<file path="src/sv/qsmp_pkg.sv">
package qsmp_pkg;

  localparam int DataWidth = 32;

  typedef struct packed {
    logic signed [DataWidth-1:0] value;
    logic                        last;
  } in_item_t;

  typedef struct packed {
    logic signed [DataWidth-1:0] sorted_value;
    logic                        final_res;
    logic                        truncated;
  } out_item_t;

  typedef struct packed {
    logic lt;
    logic gt;
  } cmp_res_t;

endpackage

</file>
<file path="src/sv/qsmp_cmp.sv">
module qsmp_cmp import qsmp_pkg::*; (
  input  logic signed [DataWidth-1:0] a_i,
  input  logic signed [DataWidth-1:0] b_i,
  output cmp_res_t                    res_o
);

  assign res_o.lt = (a_i < b_i);
  assign res_o.gt = (a_i > b_i);

endmodule

</file>
<file path="src/sv/quicksort_middle_pivot.sv">
// Load: one word per cycle; in_stall_o is high from the beat marked last until the set is out.
// Sort: per partition a pivot read, a scan of the words and a swap per out-of-place pair, plus a
// pop per stacked range; all through one element RAM read port, one write port and one comparator.
// Output: S_ORD opens the read, then one beat per cycle while out_stall_i stays low.
// Reset clears state, count, stack pointer, overflow flag and out_valid only; indices, pivot and
// output register are not reset. Store contents are undefined until loaded, stack ones until pushed.
module quicksort_middle_pivot import qsmp_pkg::*; #(
  parameter int DEPTH = 64
) (
  input  logic      clk_i,
  input  logic      rst_ni,
  input  logic      in_valid_i,
  output logic      in_stall_o,
  input  in_item_t  in_data_i,
  output logic      out_valid_o,
  input  logic      out_stall_i,
  output out_item_t out_data_o
);

  localparam int IW = $clog2(DEPTH);
  localparam int CW = $clog2(DEPTH + 1);
  localparam int SW = IW + 2;

  typedef enum logic [10:0] {
    S_LOAD  = 11'b000_0000_0001,
    S_PIV   = 11'b000_0000_0010,
    S_PIVW  = 11'b000_0000_0100,
    S_ICMP  = 11'b000_0000_1000,
    S_JCMP  = 11'b000_0001_0000,
    S_SWAP  = 11'b000_0010_0000,
    S_SPLIT = 11'b000_0100_0000,
    S_POP   = 11'b000_1000_0000,
    S_POPW  = 11'b001_0000_0000,
    S_ORD   = 11'b010_0000_0000,
    S_OSH   = 11'b100_0000_0000
  } state_e;

  state_e state_q, state_d;
  logic [CW-1:0] count_q, count_d;
  logic [CW-1:0] sp_q, sp_d;
  logic [CW-1:0] k_q, k_d;
  logic          ovf_q, ovf_d;
  logic signed [SW-1:0] lo_q, lo_d, hi_q, hi_d, i_q, i_d, j_q, j_d;
  logic signed [DataWidth-1:0] pivot_q, pivot_d, ai_q, ai_d;
  logic      out_valid_q, out_valid_d;
  out_item_t out_q, out_d;

  // element store and range stack
  logic signed [DataWidth-1:0] mem_q [DEPTH];
  logic signed [DataWidth-1:0] mem_rdata_q, mem_wdata;
  logic [IW-1:0]               mem_raddr, mem_waddr;
  logic                        mem_we;
  logic [2*IW-1:0]             stack_q [DEPTH];
  logic [2*IW-1:0]             st_rdata_q, st_wdata;
  logic [IW-1:0]               st_raddr, st_waddr;
  logic                        st_we;

  logic [CW-1:0]        cnt_inc, sp_dec, k_inc;
  logic signed [SW-1:0] cnt_s, i_nxt, j_prv, left_len, right_len, lo_new, hi_new;
  logic [SW:0]          mid_sum;
  logic                 out_free, last_beat;
  cmp_res_t             cmp;

  qsmp_cmp u_cmp (
    .a_i   (mem_rdata_q),
    .b_i   (pivot_q),
    .res_o (cmp)
  );

  assign cnt_inc   = (count_q < CW'(DEPTH)) ? count_q + CW'(1) : count_q;
  assign cnt_s     = SW'(cnt_inc);
  assign sp_dec    = sp_q - CW'(1);
  assign k_inc     = k_q + CW'(1);
  assign last_beat = (k_inc == count_q);
  assign i_nxt     = i_q + SW'(1);
  assign j_prv     = j_q - SW'(1);
  assign left_len  = j_q - lo_q;
  assign right_len = hi_q - i_q;
  assign mid_sum   = {1'b0, lo_q} + {1'b0, hi_q};
  assign out_free  = !out_valid_q || !out_stall_i;

  always_comb begin
    state_d     = state_q;
    count_d     = count_q;
    sp_d        = sp_q;
    k_d         = k_q;
    ovf_d       = ovf_q;
    lo_d        = lo_q;
    hi_d        = hi_q;
    i_d         = i_q;
    j_d         = j_q;
    pivot_d     = pivot_q;
    ai_d        = ai_q;
    out_valid_d = out_valid_q && out_stall_i;
    out_d       = out_q;
    mem_raddr   = '0;
    mem_we      = 1'b0;
    mem_waddr   = '0;
    mem_wdata   = mem_rdata_q;
    st_raddr    = '0;
    st_we       = 1'b0;
    st_waddr    = '0;
    st_wdata    = '0;
    lo_new      = lo_q;
    hi_new      = hi_q;

    case (state_q)
      S_LOAD: begin
        if (in_valid_i) begin
          if (count_q < CW'(DEPTH)) begin
            mem_we    = 1'b1;
            mem_waddr = count_q[IW-1:0];
            mem_wdata = in_data_i.value;
            count_d   = cnt_inc;
          end else begin
            ovf_d = 1'b1;
          end
          if (in_data_i.last) begin
            k_d = '0;
            if (cnt_inc >= CW'(2)) begin
              lo_d    = '0;
              hi_d    = cnt_s - SW'(1);
              state_d = S_PIV;
            end else begin
              state_d = S_ORD;
            end
          end
        end
      end
      S_PIV: begin
        mem_raddr = mid_sum[IW:1];
        state_d   = S_PIVW;
      end
      S_PIVW: begin
        pivot_d   = mem_rdata_q;
        i_d       = lo_q;
        j_d       = hi_q;
        mem_raddr = lo_q[IW-1:0];
        state_d   = S_ICMP;
      end
      S_ICMP: begin
        if (i_q < hi_q && cmp.lt) begin
          i_d       = i_nxt;
          mem_raddr = i_nxt[IW-1:0];
        end else begin
          ai_d      = mem_rdata_q;
          mem_raddr = j_q[IW-1:0];
          state_d   = S_JCMP;
        end
      end
      S_JCMP: begin
        if (j_q > lo_q && cmp.gt) begin
          j_d       = j_prv;
          mem_raddr = j_prv[IW-1:0];
        end else if (i_q <= j_q) begin
          // first half of the swap: right word into the left slot
          mem_we    = 1'b1;
          mem_waddr = i_q[IW-1:0];
          mem_wdata = mem_rdata_q;
          state_d   = S_SWAP;
        end else begin
          state_d = S_SPLIT;
        end
      end
      S_SWAP: begin
        mem_we    = 1'b1;
        mem_waddr = j_q[IW-1:0];
        mem_wdata = ai_q;
        i_d       = i_nxt;
        j_d       = j_prv;
        if (i_nxt <= j_prv) begin
          // i+1 stays below j here, so the read never meets the write
          mem_raddr = i_nxt[IW-1:0];
          state_d   = S_ICMP;
        end else begin
          state_d = S_SPLIT;
        end
      end
      S_SPLIT: begin
        // push the larger part, carry on with the smaller one
        if (left_len < right_len) begin
          if (i_q < hi_q && sp_q < CW'(DEPTH)) begin
            st_we    = 1'b1;
            st_waddr = sp_q[IW-1:0];
            st_wdata = {i_q[IW-1:0], hi_q[IW-1:0]};
            sp_d     = sp_q + CW'(1);
          end
          hi_new = j_q;
        end else begin
          if (lo_q < j_q && sp_q < CW'(DEPTH)) begin
            st_we    = 1'b1;
            st_waddr = sp_q[IW-1:0];
            st_wdata = {lo_q[IW-1:0], j_q[IW-1:0]};
            sp_d     = sp_q + CW'(1);
          end
          lo_new = i_q;
        end
        lo_d    = lo_new;
        hi_d    = hi_new;
        state_d = (lo_new < hi_new) ? S_PIV : S_POP;
      end
      S_POP: begin
        if (sp_q == '0) begin
          k_d     = '0;
          state_d = S_ORD;
        end else begin
          sp_d     = sp_dec;
          st_raddr = sp_dec[IW-1:0];
          state_d  = S_POPW;
        end
      end
      S_POPW: begin
        lo_d    = SW'(st_rdata_q[2*IW-1:IW]);
        hi_d    = SW'(st_rdata_q[IW-1:0]);
        state_d = S_PIV;
      end
      S_ORD: begin
        mem_raddr = k_q[IW-1:0];
        state_d   = S_OSH;
      end
      S_OSH: begin
        mem_raddr = k_q[IW-1:0];
        if (out_free) begin
          out_valid_d        = 1'b1;
          out_d.sorted_value = mem_rdata_q;
          out_d.final_res    = last_beat;
          out_d.truncated    = ovf_q;
          k_d                = k_inc;
          if (last_beat) begin
            count_d = '0;
            ovf_d   = 1'b0;
            sp_d    = '0;
            state_d = S_LOAD;
          end else begin
            mem_raddr = k_inc[IW-1:0];
          end
        end
      end
      default: begin
        state_d = S_LOAD;
      end
    endcase
  end

  always_ff @(posedge clk_i or negedge rst_ni) begin
    if (!rst_ni) begin
      state_q     <= S_LOAD;
      count_q     <= '0;
      sp_q        <= '0;
      ovf_q       <= 1'b0;
      out_valid_q <= 1'b0;
    end else begin
      state_q     <= state_d;
      count_q     <= count_d;
      sp_q        <= sp_d;
      ovf_q       <= ovf_d;
      out_valid_q <= out_valid_d;
    end
  end

  always_ff @(posedge clk_i) begin
    k_q     <= k_d;
    lo_q    <= lo_d;
    hi_q    <= hi_d;
    i_q     <= i_d;
    j_q     <= j_d;
    pivot_q <= pivot_d;
    ai_q    <= ai_d;
    out_q   <= out_d;
  end

  always_ff @(posedge clk_i) begin
    if (mem_we) begin
      mem_q[mem_waddr] <= mem_wdata;
    end
    mem_rdata_q <= mem_q[mem_raddr];
  end

  always_ff @(posedge clk_i) begin
    if (st_we) begin
      stack_q[st_waddr] <= st_wdata;
    end
    st_rdata_q <= stack_q[st_raddr];
  end

  assign in_stall_o  = (state_q != S_LOAD);
  assign out_valid_o = out_valid_q;
  assign out_data_o  = out_q;

  a_count_range: assert property (@(posedge clk_i) disable iff (!rst_ni)
    count_q <= CW'(DEPTH))
    else $error("element count beyond store depth");

  a_stack_range: assert property (@(posedge clk_i) disable iff (!rst_ni)
    sp_q <= CW'(DEPTH))
    else $error("range stack pointer beyond depth");

  a_pivot_range: assert property (@(posedge clk_i) disable iff (!rst_ni)
    (state_q == S_PIV) |-> (lo_q >= 0 && lo_q < hi_q && hi_q < $signed(SW'(count_q))))
    else $error("partition range outside the loaded set");

  a_out_index: assert property (@(posedge clk_i) disable iff (!rst_ni)
    (state_q == S_OSH) |-> (k_q < count_q))
    else $error("output index past the loaded set");

  a_load_clean: assert property (@(posedge clk_i) disable iff (!rst_ni)
    (state_q == S_LOAD) |-> (sp_q == '0))
    else $error("range stack not empty while loading");

endmodule
</file>
<file path="config.mk">
export PLATFORM = sky130hd
export DESIGN_NAME = quicksort_middle_pivot
export DESIGN_NICKNAME = d
export VERILOG_FILES = /design/src/sv/qsmp_pkg.sv /design/src/sv/qsmp_cmp.sv /design/src/sv/quicksort_middle_pivot.sv
export SDC_FILE = /design/constraint.sdc
export NUM_CORES = 2
export LEC_CHECK = 0
export ABC_AREA = 1
export BUFFER_PORTS_ARGS = -buffer_cell sky130_fd_sc_hd__buf_2
export CORE_MARGIN = 1.5
export CORE_UTILIZATION = 62
export CTS_CLUSTER_SIZE = 16
export DETAILED_ROUTE_END_ITERATION = 10
export PLACE_DENSITY = 0.82
export SLEW_MARGIN = 15
export SYNTH_ARGS = -nofsm -noshare
export SYNTH_HDL_FRONTEND = slang
export SYNTH_SLANG_ARGS = --single-unit
</file>
<file path="constraint.sdc">
create_clock -name clk_i -period 13.5 [get_ports clk_i]
set_input_delay 0.675 -clock clk_i [delete_from_list [all_inputs] [get_ports clk_i]]
set_output_delay 0.675 -clock clk_i [all_outputs]
set_load 0.005 [all_outputs]
</file>
==> results.md <==
* Largest area contributor in the netlist: edfxtp_1
* Area of the core at 213000 sq um
* Comb pwr share at 30.3%
* Count leader, synth: edfxtp_1
* Synth cell count leaders: 2953 x edfxtp_1, 2910 x nand2_1, 1846 x nand3_1
* Vias in the first global route at 91.8k
* Layout cells sized above 1 at 11.1%
* Top-area cell type share of the netlist area at 66.5%
* Area delta synth->final at 9.89%
* Total negative slack at 0 ps
* Synth Flop Type: edfxtp_1
* Antenna violation net count after detailed routing at 0
* Worst min-delay path startpoint: out_stall_i
* Area contributors post-synth: edfxtp_1 67%, nand2_1 8.2%, nand3_1 6.9%, inv_1 4.8%, mux2_2 3.9%
* Global Route Usage Sum at 35.5%
* Clk buf depth at 4
* Sequential share of power at 41.8%
* Part of the power in the clock network at 27.9%
* Wire length on met2 at 174000 microns
* Area post-placement at 137000 sq um
* Reg2reg start: mem_rdata_q[31]$_DFF_P_
* Peak VDD IR at 0.214 mV
* Wire per inst at 26.1 microns
* Routed met3 length at 57000 microns
* Post-synth cell types at 63
* Die X at 467 microns
* Die Ht at 467 microns
* # H-tree levels at 5
* Largest net degree at the start of global routing at 179
* Multi-input gate area at 34500 sq um
* DRC at 0
* Initial DRT Pass Iterations at 8
* Total gr overflow at 0
* Syn_area_per_cell at 11.2 sq um
* Crit-path max FO at 79
* # setup viols final at 0
* Hold slack at 241 ps
* Worst Setup Start Kind: flip-flop
* Tot Pwr at 29.6 mW
* Clock Tree Root: clkbuf_16
* HPWL after DPL at 215000 microns
* Design Area, Final at 146000 sq um
* Port bufs at 72
* Max_cap viols at 0
* Number of enable flip-flop cells after synthesis at 2953
* Final WL at 390000 microns
* Clock latency on the worst-skew pair at 960 ps
* Row cnt at 169
* CTS sink cnt at 3024
* HP Class: input pin to flip-flop
* Measured slew at the worst slew-check pin at 1270 ps
* Top Ports at 73
* Initial Util at 62.6%
* Seq cells post-synth at 3024
* Internal at 18.7 mW
* TritonCTS buffer count at 313
* First-pass GRT wire length at 573000 microns
* Asr flop ratio synth at 0.893%
* Fin crit period at 7460 ps
* Synth Instances at 11.9k
* WL met1 at 136000 microns
* Critical Path Source: mem_rdata_q[31]$_DFF_P_
* Sw frac at 36.9%
* Net Sw Power at 10.9 mW
* RSZ-0062 raised after global routing: no
* Status: completed
* Final worst path period share at 55.3%
* CTS tree: built
* Initial antenna violation count at 13
* Critical Path AT at 8270 ps
* FMAX at 134 MHz
* Final Skew at 97.2 ps
* Die area at 218000 sq um
* Placer Congestion at 0.958
* Leakage power at 60.6 nW
* Power density over the cells at 202 nW/um^2
* Seq/Total Area, Yosys at 67.7%
* Final net count at 12.0k
* Critical Path RT at 14310 ps
* Post-cts sizing count at 0
* Net Count, Synth at 12.0k
* Register area at 90200 sq um
* Highest metal used: met5
* CP endpoint kind: flip-flop
* Number of hold violations in the final report at 0
* Number of DRC markers in iteration 0 at 14.9k
* Final Max Tran Viols at 0
* Crit path kind: flip-flop to flip-flop
* Clk pin slew, worst setup/hold paths at 60 ps
* Fillers at 14.0k
* Slew margin rel. at 15.0%
* Post-synthesis cell area at 133000 sq um
* Avg Vias per Cell at 6.27
* Vias at 93.5k
* Yosys warns at 0
## cell usage in the layout (no fill, tap or decap), drive strengths merged, types with 12 or more instances in the layout
cell / instances
and3: 14
o31ai: 14
nand4: 65
inv: 1704
clkbuf: 389
a311o: 12
o211ai: 60
nor3: 50
o21bai: 128
dfrtp: 26
a22oi: 12
a21oi: 69
o22ai: 16
o21ai: 356
nor2: 287
edfxtp: 2953
o221ai: 13
dfxtp: 44
ha: 93
buf: 295
xor2: 33
bufinv: 21
mux2: 470
nand2: 2915
clkinv: 128
nand3: 1848
## registers in the layout (all words and copies together) (netlist names), 11 cells and up
signal,count
pivot_q,32
mem_q,2048
out_data_o,34
stack_q,768
state_q,11
mem_rdata_q,32
ai_q,32
st_rdata_q,12
## kinds of logic (layout without fill, tap and decap cells)
kind of cell | count (synthesis) | count (layout) | share of synthesized area, %
XOR/XNOR | 42 | 42 | 0.276
adder cells (fa/ha/maj) | 96 | 96 | 0.918
AND/OR/NAND/NOR | 5196 | 5196 | 16.7
flip-flops | 3024 | 3024 | 67.7
buffers and inverters | 2340 | 2542 | 7.14
AO/OA/AOI/OAI | 725 | 725 | 3.33
other | 0 | 7 | 0
multiplexers | 470 | 470 | 3.97
## worst paths after layout
check                           cells past startpoint  slack [ps]                      end
worst max register to register                     22        6040  mem_rdata_q[23]$_DFF_P_
worst min register to register                      0         480  out_data_o[0]$_DFFE_PP_
max in group asynchronous                           2       12520   state_q[7]$_DFFE_PN0P_
min in group asynchronous                           2         440   count_q[6]$_DFFE_PN0P_
worst max-delay path                               22        6040  mem_rdata_q[23]$_DFF_P_
worst min-delay path                                3         240    out_valid_o$_DFF_PN0_
## per-layer routing
metal  GRT usage (%)  vias to the layer above
li1                -                    40229
met1            46.8                    44445
met2            53.3                     7470
met3            9.93                     1398
met4            19.8                        6
met5               0                        -
## area by class of cell
class / instances / area share (%)
inverters: 1703 / 4.38
flip-flops and latches: 3024 / 61.6
well taps: 2821 / 2.41
clock inverters: 154 / 0.855
multi-input cells: 6529 / 23.6
repair buffers: 296 / 1.51
clock buffers: 389 / 5.64
diodes: 7 / 0.0120
## power by group through the flow
stage          Combinational [mW]  Clock (mW)  Sequential [mW]
6_report                     8.98        8.25             12.4
5_1_grt                      9.41        8.61             12.4
4_1_cts                      8.58        8.25             12.4
3_5_place_dp                 8.49           0             12.6
3_3_place_gp                 8.28           0             12.6
2_1_floorplan                5.05           0             12.5
## repair_timing
item                      in CTS  in global routing
hold buffers                   1                  0
hold endpoints to repair      26                  0
buffers inserted               0                  0
## stage by stage
stage          utilization (%)  instances  setup WS [ps]
3_5_place_dp              64.2      14367           6660
4_1_cts                   68.7      14911           6570
6_report                  68.8      14923           6040
3_3_place_gp              64.2      14366           6720
2_1_floorplan                -      11893           7440
5_1_grt                   68.8      14919           6100
## critical path: stages (launching register included)
cell and delay, ps:
dfxtp_1 320, buf_4 200, ha_1 480, nand2_1 110
nor2_1 160, nand4_1 220, nor2_1 280, nand4_1 390
a21boi_1 330, nand4_1 320, nand2_2 340, nor2_4 930
buf_4 910, buf_4 740, nand2_1 120, nand2_1 100
nand2_1 50, nand3_1 90, nand2_1 70, nand2_1 70
nand3_1 220, nand3_1 470, nand2_1 100
Note: power is estimated with default switching activity, not from simulation.
